## config.mk

```make
export PLATFORM = sky130hd
export DESIGN_NAME = assembly_source_tokenizer_top
export DESIGN_NICKNAME = d
export VERILOG_FILES = /design/src/rtl/ast_pkg.sv /design/src/rtl/assembly_source_tokenizer_top.sv /design/src/rtl/ast_ram.sv /design/src/rtl/ast_dpath.sv /design/src/rtl/ast_ctrl.sv
export SDC_FILE = /design/constraint.sdc
export NUM_CORES = 1
export LEC_CHECK = 0
export BUFFER_PORTS_ARGS = -buffer_cell sky130_fd_sc_hd__buf_4
export CORE_UTILIZATION = 67
export CTS_CLUSTER_DIAMETER = 80
export CTS_CLUSTER_SIZE = 12
export DETAILED_ROUTE_END_ITERATION = 6
export GPL_TIMING_DRIVEN = 0
export PLACE_DENSITY = 0.84
export SETUP_SLACK_MARGIN = 0.05
export SKIP_CTS_REPAIR_TIMING = 1
export SYNTH_ARGS = -nofsm -noshare
export SYNTH_HDL_FRONTEND = slang
export SYNTH_SLANG_ARGS = --single-unit
export TNS_END_PERCENT = 20
```

## constraint.sdc

```tcl
create_clock -name clk -period 9.5 [get_ports clk]
set_clock_uncertainty 0.05 [all_clocks]
set_input_delay 1.425 -clock clk [delete_from_list [all_inputs] [get_ports clk]]
set_output_delay 1.425 -clock clk [all_outputs]
set_load 0.005 [all_outputs]
```

## src/rtl/ast_pkg.sv

```systemverilog
// Shared types, constants and helper functions of the assembly source tokenizer.
// No dependencies; imported by every module of the block except ast_ram.
package ast_pkg;

  localparam int MAX_TOKEN_LEN_DEF = 32;

  // Character codes the tokenizer reacts to
  localparam logic [7:0] CH_R     = 8'h52;
  localparam logic [7:0] CH_HASH  = 8'h23;
  localparam logic [7:0] CH_COMMA = 8'h2C;
  localparam logic [7:0] CH_COLON = 8'h3A;
  localparam logic [7:0] CH_SPACE = 8'h20;
  localparam logic [7:0] CH_NL    = 8'h0A;
  localparam logic [7:0] CH_ZERO  = 8'h30;
  localparam logic [7:0] CH_NINE  = 8'h39;

  typedef enum logic [1:0] {
    PK_NONE  = 2'd0,
    PK_INT   = 2'd1,
    PK_IDENT = 2'd2,
    PK_REG   = 2'd3
  } pend_kind_t;

  typedef enum logic [2:0] {
    KIND_INT   = 3'd0,
    KIND_OP    = 3'd1,
    KIND_IDENT = 3'd2,
    KIND_LABEL = 3'd3,
    KIND_REG   = 3'd4
  } tok_kind_t;

  typedef enum logic [2:0] {
    CC_DIGIT,
    CC_PUNCT,
    CC_COLON,
    CC_SPACE,
    CC_OTHER
  } char_class_t;

  typedef enum logic [1:0] {
    POST_NONE,
    POST_OP,
    POST_START
  } post_t;

  typedef enum logic [2:0] {
    ST_IDLE,
    ST_DECODE,
    ST_EMIT_RD,
    ST_EMIT_WR,
    ST_OP,
    ST_START
  } state_t;

  typedef struct packed {
    logic [7:0] in_char;
    logic       end_of_text;
  } in_word_t;

  typedef struct packed {
    logic [7:0] tok_char;
    logic [2:0] tok_kind;
    logic       tok_last;
    logic       tok_truncated;
  } out_word_t;

  // Controller to datapath
  typedef struct packed {
    logic       capture;
    logic       append;
    logic       set_kind;
    pend_kind_t new_kind;
    logic       emit_start;
    logic       rd_en;
    logic       out_load;
    logic       out_op;
    tok_kind_t  emit_kind;
    logic       advance;
    logic       clear_tok;
  } ctl_cmd_t;

  // Datapath to controller
  typedef struct packed {
    logic        eot;
    char_class_t cls;
    logic        is_r;
    pend_kind_t  kind;
    logic        out_free;
    logic        emit_last;
  } dp_sts_t;

  function automatic char_class_t classify(input logic [7:0] c);
    char_class_t cls;
    if (c >= CH_ZERO && c <= CH_NINE) begin
      cls = CC_DIGIT;
    end else if (c == CH_HASH || c == CH_COMMA) begin
      cls = CC_PUNCT;
    end else if (c == CH_COLON) begin
      cls = CC_COLON;
    end else if (c == CH_SPACE || c == CH_NL) begin
      cls = CC_SPACE;
    end else begin
      cls = CC_OTHER;
    end
    return cls;
  endfunction

  function automatic tok_kind_t pend_to_tok(input pend_kind_t k);
    tok_kind_t t;
    unique case (k)
      PK_INT:   t = KIND_INT;
      PK_IDENT: t = KIND_IDENT;
      PK_REG:   t = KIND_REG;
      default:  t = KIND_INT;
    endcase
    return t;
  endfunction

endpackage

```

## src/rtl/assembly_source_tokenizer_top.sv

```systemverilog
// Top level of the assembly source tokenizer: controller plus datapath.
// Depends on ast_pkg, ast_ctrl, ast_dpath (and ast_ram below it).
//
// Usage:
//   Input channel (in_valid/in_ready/in_data) takes one word per source
//   character; end_of_text set flushes the pending token and ignores in_char.
//   Result channel (out_valid/out_ready/out_data) delivers one word per token
//   character with its kind, a last mark and a truncation flag.
//   Tokens longer than MAX_TOKEN_LEN keep their first MAX_TOKEN_LEN characters
//   and carry tok_truncated on every delivered word.
// Sequencing:
//   A word is taken, then decoded in the next cycle. Emitting a token takes
//   a buffer RAM read, then an output register load, per character; a
//   trailing operator load or the start of the next token follows in a
//   state of its own. The buffer RAM's single read port and registered
//   read set this read-then-load order for each character.
// Reset (rst_n low, synchronous) clears the pending token and the output
// register; the buffer RAM needs no clearing. When the receiver stalls, the
// result word holds in the output register and emission pauses; in_ready
// stays low until the current word has been fully handled.
module assembly_source_tokenizer_top
  import ast_pkg::*;
#(
  parameter int MAX_TOKEN_LEN = MAX_TOKEN_LEN_DEF
) (
  input  logic      clk,
  input  logic      rst_n,
  input  logic      in_valid,
  output logic      in_ready,
  input  in_word_t  in_data,
  output logic      out_valid,
  input  logic      out_ready,
  output out_word_t out_data
);

  ctl_cmd_t cmd;
  dp_sts_t  sts;

  // Sequence decode and emission
  ast_ctrl u_ctrl (
    .clk     (clk),
    .rst_n   (rst_n),
    .in_valid(in_valid),
    .in_ready(in_ready),
    .sts     (sts),
    .cmd     (cmd)
  );

  // Hold the token buffer and drive the result register
  ast_dpath #(
    .MAX_TOKEN_LEN(MAX_TOKEN_LEN)
  ) u_dpath (
    .clk      (clk),
    .rst_n    (rst_n),
    .in_data  (in_data),
    .cmd      (cmd),
    .sts      (sts),
    .out_valid(out_valid),
    .out_ready(out_ready),
    .out_data (out_data)
  );

endmodule

```

## src/rtl/ast_ram.sv

```systemverilog
// Generic single-write, single-read RAM with registered read data.
// No dependencies.
module ast_ram #(
  parameter int WIDTH = 8,
  parameter int DEPTH = 32
) (
  input  logic                     clk,
  input  logic                     wr_en,
  input  logic [$clog2(DEPTH)-1:0] wr_addr,
  input  logic [WIDTH-1:0]         wr_data,
  input  logic                     rd_en,
  input  logic [$clog2(DEPTH)-1:0] rd_addr,
  output logic [WIDTH-1:0]         rd_data
);

  logic [WIDTH-1:0] mem [DEPTH];
  logic [WIDTH-1:0] rd_data_r;

  always_ff @(posedge clk) begin
    if (wr_en) begin
      mem[wr_addr] <= wr_data;
    end
    if (rd_en) begin
      rd_data_r <= mem[rd_addr];
    end
  end

  assign rd_data = rd_data_r;

endmodule

```

## src/rtl/ast_dpath.sv

```systemverilog
// Tokenizer datapath: held input word, token buffer RAM, length, kind, overflow,
// read index and output register. Depends on ast_pkg and ast_ram.
module ast_dpath
  import ast_pkg::*;
#(
  parameter int MAX_TOKEN_LEN = MAX_TOKEN_LEN_DEF
) (
  input  logic      clk,
  input  logic      rst_n,
  input  in_word_t  in_data,
  input  ctl_cmd_t  cmd,
  output dp_sts_t   sts,
  output logic      out_valid,
  input  logic      out_ready,
  output out_word_t out_data
);

  localparam int IW = $clog2(MAX_TOKEN_LEN);
  localparam int LW = $clog2(MAX_TOKEN_LEN + 1);
  localparam logic [LW-1:0] MAX_LEN = LW'(MAX_TOKEN_LEN);

  logic [7:0]  char_r, char_nxt;
  logic        eot_r, eot_nxt;
  pend_kind_t  kind_r, kind_nxt;
  logic [LW-1:0] len_r, len_nxt;
  logic        ovf_r, ovf_nxt;
  logic [LW-1:0] idx_r, idx_nxt;
  logic        out_valid_r, out_valid_nxt;
  out_word_t   out_data_r, out_data_nxt;

  logic        room;
  logic        emit_last;
  logic [7:0]  rd_data;

  assign room      = len_r < MAX_LEN;
  assign emit_last = LW'(idx_r + LW'(1)) == len_r;

  ast_ram #(
    .WIDTH(8),
    .DEPTH(MAX_TOKEN_LEN)
  ) u_buf (
    .clk    (clk),
    .wr_en  (cmd.append && room),
    .wr_addr(len_r[IW-1:0]),
    .wr_data(char_r),
    .rd_en  (cmd.rd_en),
    .rd_addr(idx_r[IW-1:0]),
    .rd_data(rd_data)
  );

  always_comb begin
    char_nxt      = char_r;
    eot_nxt       = eot_r;
    kind_nxt      = kind_r;
    len_nxt       = len_r;
    ovf_nxt       = ovf_r;
    idx_nxt       = idx_r;
    out_valid_nxt = out_valid_r;
    out_data_nxt  = out_data_r;

    if (cmd.capture) begin
      char_nxt = in_data.in_char;
      eot_nxt  = in_data.end_of_text;
    end

    if (cmd.clear_tok) begin
      kind_nxt = PK_NONE;
      len_nxt  = '0;
      ovf_nxt  = 1'b0;
    end

    if (cmd.append) begin
      if (room) begin
        len_nxt = LW'(len_r + LW'(1));
      end else begin
        ovf_nxt = 1'b1;
      end
      if (cmd.set_kind) begin
        kind_nxt = cmd.new_kind;
      end
    end

    if (cmd.emit_start) begin
      idx_nxt = '0;
    end else if (cmd.advance) begin
      idx_nxt = LW'(idx_r + LW'(1));
    end

    if (cmd.out_load) begin
      out_valid_nxt = 1'b1;
      if (cmd.out_op) begin
        out_data_nxt.tok_char      = char_r;
        out_data_nxt.tok_kind      = KIND_OP;
        out_data_nxt.tok_last      = 1'b1;
        out_data_nxt.tok_truncated = 1'b0;
      end else begin
        out_data_nxt.tok_char      = rd_data;
        out_data_nxt.tok_kind      = cmd.emit_kind;
        out_data_nxt.tok_last      = emit_last;
        out_data_nxt.tok_truncated = ovf_r;
      end
    end else if (out_ready) begin
      out_valid_nxt = 1'b0;
    end
  end

  always_ff @(posedge clk) begin
    if (!rst_n) begin
      eot_r       <= 1'b0;
      kind_r      <= PK_NONE;
      len_r       <= '0;
      ovf_r       <= 1'b0;
      idx_r       <= '0;
      out_valid_r <= 1'b0;
    end else begin
      eot_r       <= eot_nxt;
      kind_r      <= kind_nxt;
      len_r       <= len_nxt;
      ovf_r       <= ovf_nxt;
      idx_r       <= idx_nxt;
      out_valid_r <= out_valid_nxt;
    end
  end

  always_ff @(posedge clk) begin
    char_r     <= char_nxt;
    out_data_r <= out_data_nxt;
  end

  assign sts.eot       = eot_r;
  assign sts.cls       = classify(char_r);
  assign sts.is_r      = char_r == CH_R;
  assign sts.kind      = kind_r;
  assign sts.out_free  = !out_valid_r || out_ready;
  assign sts.emit_last = emit_last;

  assign out_valid = out_valid_r;
  assign out_data  = out_data_r;

`ifndef SYNTHESIS
  a_len_bound: assert property (@(posedge clk) disable iff (!rst_n)
    len_r <= MAX_LEN)
    else $error("token length beyond buffer size");

  a_kind_len: assert property (@(posedge clk) disable iff (!rst_n)
    (kind_r == PK_NONE) == (len_r == '0))
    else $error("pending kind and length disagree");

  a_rd_in_range: assert property (@(posedge clk) disable iff (!rst_n)
    cmd.rd_en |-> (idx_r < len_r))
    else $error("buffer read past token end");
`endif

endmodule

```

## src/rtl/ast_ctrl.sv

```systemverilog
// Tokenizer controller: decodes each held word and sequences token emission.
// Depends on ast_pkg; drives ast_dpath through ctl_cmd_t.
module ast_ctrl
  import ast_pkg::*;
(
  input  logic     clk,
  input  logic     rst_n,
  input  logic     in_valid,
  output logic     in_ready,
  input  dp_sts_t  sts,
  output ctl_cmd_t cmd
);

  state_t     state_r, state_nxt;
  tok_kind_t  emit_kind_r, emit_kind_nxt;
  post_t      post_r, post_nxt;

  // Decode of the held word
  logic       dec_append;
  logic       dec_set_kind;
  pend_kind_t dec_new_kind;
  logic       dec_emit;
  tok_kind_t  dec_emit_kind;
  post_t      dec_post;
  pend_kind_t new_id;
  logic       flush;

  assign new_id = sts.is_r ? PK_REG : PK_IDENT;
  assign flush  = sts.kind != PK_NONE;

  always_comb begin
    dec_append    = 1'b0;
    dec_set_kind  = 1'b0;
    dec_new_kind  = new_id;
    dec_emit      = 1'b0;
    dec_emit_kind = pend_to_tok(sts.kind);
    dec_post      = POST_NONE;
    if (sts.eot) begin
      dec_emit = flush;
    end else begin
      unique case (sts.cls)
        CC_DIGIT: begin
          dec_append   = 1'b1;
          dec_set_kind = !flush;
          dec_new_kind = PK_INT;
        end
        CC_PUNCT: begin
          dec_emit = flush;
          dec_post = POST_OP;
        end
        CC_COLON: begin
          if (sts.kind == PK_IDENT) begin
            dec_append    = 1'b1;
            dec_emit      = 1'b1;
            dec_emit_kind = KIND_LABEL;
          end else begin
            dec_emit = flush;
            dec_post = POST_OP;
          end
        end
        CC_SPACE: begin
          dec_emit = flush;
        end
        default: begin
          if (sts.kind == PK_NONE) begin
            dec_append   = 1'b1;
            dec_set_kind = 1'b1;
          end else if (sts.kind == PK_INT) begin
            dec_emit = 1'b1;
            dec_post = POST_START;
          end else begin
            dec_append = 1'b1;
          end
        end
      endcase
    end
  end

  // Next state
  always_comb begin
    state_nxt     = state_r;
    emit_kind_nxt = emit_kind_r;
    post_nxt      = post_r;
    unique case (state_r)
      ST_IDLE: begin
        if (in_valid) begin
          state_nxt = ST_DECODE;
        end
      end
      ST_DECODE: begin
        emit_kind_nxt = dec_emit_kind;
        post_nxt      = dec_post;
        if (dec_emit) begin
          state_nxt = ST_EMIT_RD;
        end else if (dec_post == POST_OP) begin
          state_nxt = ST_OP;
        end else begin
          state_nxt = ST_IDLE;
        end
      end
      ST_EMIT_RD: begin
        state_nxt = ST_EMIT_WR;
      end
      ST_EMIT_WR: begin
        if (sts.out_free) begin
          if (!sts.emit_last) begin
            state_nxt = ST_EMIT_RD;
          end else begin
            unique case (post_r)
              POST_OP:    state_nxt = ST_OP;
              POST_START: state_nxt = ST_START;
              default:    state_nxt = ST_IDLE;
            endcase
          end
        end
      end
      ST_OP: begin
        if (sts.out_free) begin
          state_nxt = ST_IDLE;
        end
      end
      ST_START: begin
        state_nxt = ST_IDLE;
      end
      default: begin
        state_nxt = ST_IDLE;
      end
    endcase
  end

  // Outputs
  always_comb begin
    cmd           = '0;
    cmd.new_kind  = dec_new_kind;
    cmd.emit_kind = emit_kind_r;
    in_ready      = 1'b0;
    unique case (state_r)
      ST_IDLE: begin
        in_ready    = 1'b1;
        cmd.capture = in_valid;
      end
      ST_DECODE: begin
        cmd.append     = dec_append;
        cmd.set_kind   = dec_set_kind;
        cmd.emit_start = dec_emit;
      end
      ST_EMIT_RD: begin
        cmd.rd_en = 1'b1;
      end
      ST_EMIT_WR: begin
        cmd.out_load  = sts.out_free;
        cmd.advance   = sts.out_free && !sts.emit_last;
        cmd.clear_tok = sts.out_free && sts.emit_last;
      end
      ST_OP: begin
        cmd.out_load = sts.out_free;
        cmd.out_op   = 1'b1;
      end
      ST_START: begin
        cmd.append   = 1'b1;
        cmd.set_kind = 1'b1;
        cmd.new_kind = new_id;
      end
      default: begin
        cmd = '0;
      end
    endcase
  end

  always_ff @(posedge clk) begin
    if (!rst_n) begin
      state_r     <= ST_IDLE;
      emit_kind_r <= KIND_INT;
      post_r      <= POST_NONE;
    end else begin
      state_r     <= state_nxt;
      emit_kind_r <= emit_kind_nxt;
      post_r      <= post_nxt;
    end
  end

`ifndef SYNTHESIS
  a_load_free: assert property (@(posedge clk) disable iff (!rst_n)
    cmd.out_load |-> sts.out_free)
    else $error("output register overwritten");

  a_start_empty: assert property (@(posedge clk) disable iff (!rst_n)
    (state_r == ST_START) |-> (sts.kind == PK_NONE))
    else $error("new token started over a pending one");

  a_decode_after_accept: assert property (@(posedge clk) disable iff (!rst_n)
    (state_r == ST_DECODE) |-> $past(in_valid && in_ready))
    else $error("decode without an accepted word");
`endif

endmodule
```

==> results of run 1 <==
-- cells in the mapped netlist (3+ instances only) --
library cell and number:
or3_1 3, o31ai_1 3, edfxtp_1 285, nand3_1 7
nor2_1 22, and3_1 37, a21oi_1 20, nor3_1 12
nand2_1 71, xnor2_1 10, o21ai_0 10, mux4_2 80
buf_4 3, inv_1 12, nor2b_1 6, a31oi_1 3
clkbuf_1 20, buf_2 9, dfxtp_1 25, ha_1 6
nand2b_1 5, nor4b_1 3
-- critical path: stages, from the launching register on --
cell,delay (ps)
edfxtp_1,1310
nor3b_2,440
a311oi_1,180
or3_1,470
a21o_1,200
o21ai_1,370
clkbuf_1,420
and3_1,590
-- flip-flops by register name, summed over array words and instances (netlist names), 3 cells and up --
register,cells
u_dpath.len_r,6
u_dpath.u_buf.rd_data,8
u_ctrl.state_r,3
u_dpath.char_r,8
u_dpath.u_buf.mem,256
u_dpath.out_data,13
u_dpath.idx_r,6
u_ctrl.emit_kind_r,3
-- path summary, 6_finish.rpt --
path / from / end / cells past startpoint
max: u_dpath.char_r[5] / u_dpath.u_buf.mem[29][2] / 7
min: u_dpath.ovf_r / u_dpath.ovf_r / 2
max reg2reg: u_dpath.char_r[5] / u_dpath.u_buf.mem[29][2] / 7
min reg2reg: u_dpath.ovf_r / u_dpath.ovf_r / 2
-- logic make-up (layout without fill, tap and decap cells) --
kind of cell | Yosys count | after routing
AOI/OAI and AO/OA | 65 | 65
xor gates and xnor gates | 13 | 13
adders and majority gates | 6 | 6
buffers and inverters | 48 | 120
DFF | 310 | 310
muxes | 82 | 82
and+or+nand+nor | 178 | 178
-- power by group --
| part | switching (W) | internal [W] | total (W) |
|---|---|---|---|
| Combinational | 0.0000457 | 0.0000271 | 0.0000727 |
| Clock | 0.000463 | 0.000553 | 0.00102 |
| Sequential | 0.0000232 | 0.00150 | 0.00152 |
-- per-stage QoR --
step	utilization [%]	total power, W	worst slack, ps	area (um2)
floorplan	-	0.00158	6330	12700
global placement	72.1	0.00161	5240	13100
detailed placement	72.1	0.00162	4900	13100
CTS	76.4	0.00261	4810	13900
global route	77.0	0.00267	5020	14000
finish	77.0	0.00261	5100	14000
-- per-layer routing --
| metal | share of wire, % | up-vias | GRT usage (%) |
|---|---|---|---|
| met3 | 9.5 | 90 | 5.85 |
| met5 | 0 | - | 0 |
| met4 | 3.4 | 0 | 10.6 |
| li1 | - | 2929 | - |
| met1 | 37 | 3523 | 40.6 |
| met2 | 50 | 505 | 50.4 |
-- layout make-up --
cell class,count,area [um2],area share [%]
flip-flops and latches,310,9060,64.6
multi-input cells,344,3380,24.1
clock buffers,40,767,5.47
repair buffers,30,293,2.09
well taps,229,287,2.04
plain buffers,35,169,1.21
inverters,13,48.8,0.348
clock inverters,2,12.5,0.0893
==> impl_results.md, run 1 <==
- 1st-pass router iterations: 5
- Tot GR Track Use: 30.2%
- Cells after Synth: 702
- Setup CP Type: reg2reg
- Mean post-synth cell area: 18.0 um2
- Final std cells w/o fill: 1003
- DP Cell Count: 957
- Layout fillers: 922
- Clk slew on worst S/H paths: about 70 ps
- Syn Std Cell Area: approximately 13000 um2
- Global-route wire length before repair: 42500 um
- Slew HR: approximately 3.3%
- Die width: roughly 140 um
- Unrepaired setup endpoints after global routing: false
- ANT nets after route: 0
- Slew @ Worst Pin: 1450 ps
- Layout cells sized above 1: 21.3%
- Area leader, netlist: edfxtp_1
- Seq/Total Area, Yosys: about 70%
- WL/cell: 28.1 um
- Highest-count cells in the layout ignoring fill and taps: edfxtp_1, mux4_2, nand2_1
- #FFs+latches synth: 310
- Max Cap Viol: 0
- Final min period: 4400 ps
- Critical Path End Type: flop
- Number of synthesized flops with an enable pin: 285
- P per Cell Area: 186 nW/um2
- Max FO, Critical Path: 38
- Ranking of synthesized cells by area: edfxtp_1, mux4_2, dfxtp_1, nand2_1, and3_1
- Hold crit path type: reg2reg
- Compound-Gate Fraction of Synth Area: 3.70%
- Core Area: 18200 um2
- Most common cell after layout, fill and taps aside: edfxtp_1
- Num rows: 49
- Fraction of registers with async set/reset: 0%
- Simple-Gate Fraction of Synth Area: 7.04%
- Die height: 139 um
- DRT iter0 DRCs: 787
- Drt total wl: 28200 um
- Pin count of the biggest net entering global routing: 40
- CTS tree: done
- R2R Setup Slk: 5100 ps
- Clock Path Buffers: 3
- Nets: just under 800
- Post-synthesis mux area share: 14.4%
- CTS buffer count: 29
- Vias in the first global route: 7140
- Initial antenna violation count: 0
- Yosys top cell area share: between 60% and 70%
- Syn nets: between 700 and 800
- Outcome: complete, no violations
- Setup violators final: 0
- Netlist cell types: 60
- Primary FF master, synth: edfxtp_1
- Root Driver: clkbuf_16
- Worst Setup Start Kind: flop
- Setup TNS: 0 ps
- Vias/cell: 7.03
- Tcrit/Tclk final: 46.3%
- Port bufs: 26
- Area grow syn2layout: 10.8%
- DP HPWL: 17600 um
- Number of hold violations in the final report: 0
- Lkg Pwr: 4.52 nW
- Routability cong.: 0.904
- DRC violations left: 0
- Die area: 19400 um2
- CP Data Arrival Time: 4540 ps
- Synthesis Warnings: 0
- CTS H-tree lvls: 1
- Largest family of logic cells by synthesized area: multiplexers
- Global route total overflow: 0
- # clock sinks: 310
- Synth Area in Adders: 0.593%
- IO Pins: 28
- Slew Limit Fails: 0
- Clock latency on the worst-skew pair: 540 ps
- Worst hold margin: 419 ps
- Peak VDD IR: 170 uV
- Synth Area in XOR/XNOR: 0.959%
- Via count: just over 7000
- N_diodes: 0
- Initial Util: 69.5%
- Max Fclk: 227 MHz
- Critical Path RT: 9640 ps
No activity file was read; power rests on OpenSTA's default activity.
==> run 2: changes to the inputs <==
--- a/config.mk
+++ b/config.mk
@@ -6,12 +6,12 @@
 export NUM_CORES = 1
 export LEC_CHECK = 0
 export BUFFER_PORTS_ARGS = -buffer_cell sky130_fd_sc_hd__buf_4
-export CORE_UTILIZATION = 67
+export CORE_UTILIZATION = 56
 export CTS_CLUSTER_DIAMETER = 80
 export CTS_CLUSTER_SIZE = 12
 export DETAILED_ROUTE_END_ITERATION = 6
 export GPL_TIMING_DRIVEN = 0
-export PLACE_DENSITY = 0.84
+export PLACE_DENSITY = 0.75
 export SETUP_SLACK_MARGIN = 0.05
 export SKIP_CTS_REPAIR_TIMING = 1
 export SYNTH_ARGS = -nofsm -noshare
==> constraint.sdc (replaced) <==
create_clock -name clk -period 3.7 [get_ports clk]
set_clock_uncertainty 0.05 [all_clocks]
set_input_delay 0.555 -clock clk [delete_from_list [all_inputs] [get_ports clk]]
set_output_delay 0.555 -clock clk [all_outputs]
set_load 0.005 [all_outputs]
==> impl_results.md, run 2 (same netlist as run 1, synthesis figures left out) <==
- Outcome: finished, violations left
- Failing checks: DRC
- Root Driver: clkbuf_16
- WL/cell: 26.4 um
- Worst Setup Start Kind: flop
- Clock latency on the worst-skew pair: between 500 and 600 ps
- Number of flip-flops in the largest register: 256
- Num rows: 54
- DP HPWL: 17500 um
- CTS H-tree lvls: 1
- Slew HR: 19.5%
- Unrepaired setup endpoints after global routing: false
- Global route total overflow: 0
- Initial Util: 57.6%
- Clk slew on worst S/H paths: 60 ps
- Die width: ~150 um
- N_diodes: 0
- Drt total wl: 28200 um
- DRT iter0 DRCs: 593
- Met3 Use GR: about 3.6%
- # clock sinks: 310
- Slew @ Worst Pin: between 1000 and 1500 ps
- Gr busiest metal: met2
- Number of hold violations in the final report: 0
- M2 GR Usage: about two fifths
- Max Fclk: 288 MHz
- Via count: 6871
- Critical Path End Type: flop
- Hold crit path type: in2reg
- Critical-path cell list: buf_16 -> nor4b_1 -> nand4_1 -> a21oi_2 -> nand2_1 -> o21ai_1 -> clkbuf_1 -> and3_2
- Max FO, Critical Path: 19
- Vias/cell: 6.43
- Setup CP Type: reg2reg
- Routability cong.: 0.907
- Slew Limit Fails: 0
- Vias in the first global route: slightly below 7000
- Die area: 23200 um2
- Tcrit/Tclk final: 93.8%
- Global-route wire length before repair: around 41000 um
- Layout cells sized above 1: 26.6%
- Highest-count cells in the layout ignoring fill and taps: edfxtp_1, mux4_2, nand2_1
- DP Cell Count: 1008
- Final min period: around 3500 ps
- Port bufs: 26
- CTS tree: done
- Critical Path RT: 3870 ps
- Setup violators final: 0
- DRC violations left: 3
- CTS buffer count: 29
- Final WS setup: 228 ps
- Peak VDD IR: 615 uV
- Post-route cell area: about 14000 um2
- Final std cells w/o fill: 1069
- Clock Path Buffers: 3
- WP buf/inv: 2
- Critical path's slowest cell: edfxtp_1
- P per Cell Area: 472 nW/um2
- Max incr delay on CP: 680 ps
- CP Data Arrival Time: 3640 ps
- Core Area: between 20000 and 25000 um2
- Nets: 797
- Pre-CTS setup slack: -969 ps
- IO Pins: 28
- Cell family with most CP delay: simple AND/OR/NAND/NOR gates
- Placed inst area: between 10000 and 15000 um2
- 1st-pass router iterations: 7
- Lkg Pwr: ~4.6 nW
- Tot GR Track Use: 23.9%
- Initial antenna violation count: 0
- Routing usage on met1: 33.3%
- Die height: 152 um
- Biggest register: u_dpath.u_buf.mem
- ANT nets after route: 0
- Area grow syn2layout: 12.7%
- Most common cell after layout, fill and taps aside: edfxtp_1
- Pin count of the biggest net entering global routing: 40
- Max Cap Viol: 0
==> run 2: path summary, 6_finish.rpt <==
check | startpoint | end | slack (ps) | depth (start not counted)
max | u_dpath.char_r[0] | u_dpath.u_buf.mem[23][7] | 230 | 8
min | in_data[8] | u_dpath.char_r[7] | 120 | 1
max reg2reg | u_dpath.char_r[0] | u_dpath.u_buf.mem[23][7] | 230 | 8
min reg2reg | u_dpath.ovf_r | u_dpath.ovf_r | 420 | 2
==> run 2: cell type report <==
cell class                      instances  area (um2)
Fill cell                            1448        7700
Clock inverter                          1        3.75
Timing Repair Buffer                   45         428
Inverter                               13        48.8
Clock buffer                           41         771
Tap cell                              280         350
Sequential cell                       310        9060
Buffer                                 35         169
Multi-Input combinational cell        344        3430
==> run 2: per-layer routing <==
metal  vias up  wire length (um)  share of wire [%]
met3        62              2040                7.2
met4         0               850                3.0
met2       288             14200                 50
met1      3556             11200                 40
li1       2965                 -                  -
met5         -                 0                  0
==> run 2: report_power, final <==
part / internal [W] / switching [W] / leakage, nW
registers: 0.00385 / 0.0000287 / 2.77
clock network: 0.00142 / 0.00118 / 0.373
logic: 0.0000849 / 0.000160 / 1.43
total: 0.00535 / 0.00137 / 4.58
==> run 2: per-stage QoR <==
stage | util, % | hold slack, ps | total power (W) | TNS, ps
after floorplan | - | 377 | 0.00406 | 0
after global placement | 60.1 | 401 | 0.00414 | -65360
after detailed placement | 60.1 | 409 | 0.00415 | -114950
after CTS | 63.6 | 104 | 0.00671 | -126470
after global routing | 64.9 | 108 | 0.00689 | 0
final | 64.9 | 118 | 0.00672 | 0
==> run 3: changes to the inputs <==
--- a/config.mk
+++ b/config.mk
@@ -12,6 +12,7 @@
 export DETAILED_ROUTE_END_ITERATION = 6
 export GPL_TIMING_DRIVEN = 0
 export PLACE_DENSITY = 0.75
+export RECOVER_POWER = 25
 export SETUP_SLACK_MARGIN = 0.05
 export SKIP_CTS_REPAIR_TIMING = 1
 export SYNTH_ARGS = -nofsm -noshare
==> impl_results.md, run 3 (same netlist as run 1, synthesis figures left out) <==
- Setup violators final: 0
- Layout cells sized above 1: between 20 and 30%
- Critical path's slowest cell: edfxtp_1
- WL/cell: 26.4 um
- Slew @ Worst Pin: 1220 ps
- Initial Util: approximately 58%
- IO Pins: 28
- WP buf/inv: 2
- Global route total overflow: 0
- ANT nets after route: 0
- Max Fclk: 285 MHz
- Critical-path cell list: buf_16 -> nor4b_1 -> nand4_1 -> a21oi_2 -> nand2_1 -> o21ai_1 -> clkbuf_1 -> and3_2
- Lkg Pwr: 4.54 nW
- Outcome: finished, violations left
- Flop pwr share: 57.7%
- Port bufs: 26
- Critical Path End Type: flop
- P per Cell Area: roughly 470 nW/um2
- Biggest register: u_dpath.u_buf.mem
- Clock Path Buffers: 3
- Routability cong.: between 0.9 and 1
- DP HPWL: 17500 um
- DRT iter0 DRCs: 632
- CP Data Arrival Time: around 3700 ps
- Internal Power: 0.00535 W
- Max incr delay on CP: 690 ps
- NetSw: 0.00137 W
- DR top layer: met4
- Worst Setup Start Kind: flop
- Critical Path RT: 3860 ps
- Number of flip-flops in the largest register: 256
- Most common cell after layout, fill and taps aside: edfxtp_1
- N_diodes: 0
- Vias in the first global route: 6847
- Setup TNS: 0 ps
- DRC violations left: 3
- Clock Power Share: 38.7%
- Final WS setup: 187 ps
- CTS H-tree lvls: 1
- Layout fillers: 1460
- Number of hold violations in the final report: 0
- Post-Route M1 WL: 11300 um
- Slew Limit Fails: 0
- Initial antenna violation count: 0
- Max Cap Viol: 0
- Tot GR Track Use: a little under a quarter
- CTS tree: done
- Global-route wire length before repair: 41200 um
- Via count: around 6900
- Die area: roughly 23000 um2
- Vias/cell: 6.47
- Drt total wl: 28200 um
- Wire length on met2: 14100 um
- 1st-pass router iterations: 7
- Num rows: 54
- Die width: 152 um
- Clk slew on worst S/H paths: 70 ps
- Tcrit/Tclk final: 94.9%
- Unrepaired setup endpoints after global routing: false
- Area grow syn2layout: 12.3%
- Nets: 797
- Switching part of the total: roughly a fifth
- # clock sinks: 310
- Area of the multi-input gates: around 3400 um2
- Clock latency on the worst-skew pair: 560 ps
- Core Area: 22000 um2
- Pin count of the biggest net entering global routing: 40
- Peak VDD IR: 616 uV
- CTS buffer count: 29
- Failing checks: DRC
- Register area: 9060 um2
- Root Driver: clkbuf_16
- Routed length on met3: 1960 um
- Max FO, Critical Path: 19
- Die height: 152 um
- Slew HR: between 10% and 20%
- Setup CP Type: reg2reg
- Cell family with most CP delay: simple AND/OR/NAND/NOR gates
- Final min period: 3510 ps
- Hold crit path type: in2reg
- Pre-CTS setup slack: -969 ps
- Highest-count cells in the layout ignoring fill and taps: edfxtp_1, mux4_2, nand2_1
- Comb pwr share: 3.5%
[run 3: power by group through the flow]
| stage | combinational, W | clock [W] | sequential [W] |
|---|---|---|---|
| 6_report | 0.000238 | 0.00260 | 0.00388 |
| 5_1_grt | 0.000252 | 0.00275 | 0.00388 |
| 4_1_cts | 0.000150 | 0.00263 | 0.00393 |
| 3_5_place_dp | 0.000147 | 0 | 0.00401 |
| 3_3_place_gp | 0.000144 | 0 | 0.00400 |
| 2_1_floorplan | 0.0000965 | 0 | 0.00397 |
[run 3: cell type report]
| type | count | share of cell area [%] |
|---|---|---|
| Sequential cell | 310 | 63.7 |
| Multi-Input combinational cell | 344 | 24.1 |
| Clock buffer | 41 | 5.42 |
| Timing Repair Buffer | 45 | 2.69 |
| Tap cell | 280 | 2.46 |
| Buffer | 35 | 1.19 |
| Inverter | 13 | 0.343 |
| Clock inverter | 1 | 0.0264 |
[run 3: worst reg2reg max path: stages, from the launching register on]
cell      delay (ps)
edfxtp_1         690
buf_16           300
nor4b_1          290
nand4_1          220
a21oi_2          330
nand2_1          140
o21ai_1          250
clkbuf_1         430
and3_2           460
[run 3: path summary, 6_finish.rpt]
kind / from / end / slack, ps / cells after the start
max reg2reg: u_dpath.char_r[0] / u_dpath.u_buf.mem[23][0] / 190 / 8
min: in_data[2] / u_dpath.char_r[1] / 140 / 1
max: u_dpath.char_r[0] / u_dpath.u_buf.mem[23][0] / 190 / 8
min reg2reg: u_dpath.ovf_r / u_dpath.ovf_r / 420 / 2
[run 3: layer usage]
layer | up-vias | track usage (%)
li1 | 2968 | -
met1 | 3553 | 33.3
met2 | 332 | 40.2
met3 | 62 | 3.64
met4 | 0 | 5.88
met5 | - | 0
[run 3: through the flow]
stage / cells / hold WS [ps] / power, W / util (%) / instance area [um2]
2_1_floorplan: 702 / 377 / 0.00406 / - / 12700
3_3_place_gp: 1008 / 401 / 0.00414 / 60.1 / 13200
3_5_place_dp: 1008 / 409 / 0.00415 / 60.1 / 13200
4_1_cts: 1050 / 104 / 0.00671 / 63.6 / 14000
5_1_grt: 1069 / 133 / 0.00689 / 64.7 / 14200
6_report: 1069 / 139 / 0.00672 / 64.7 / 14200
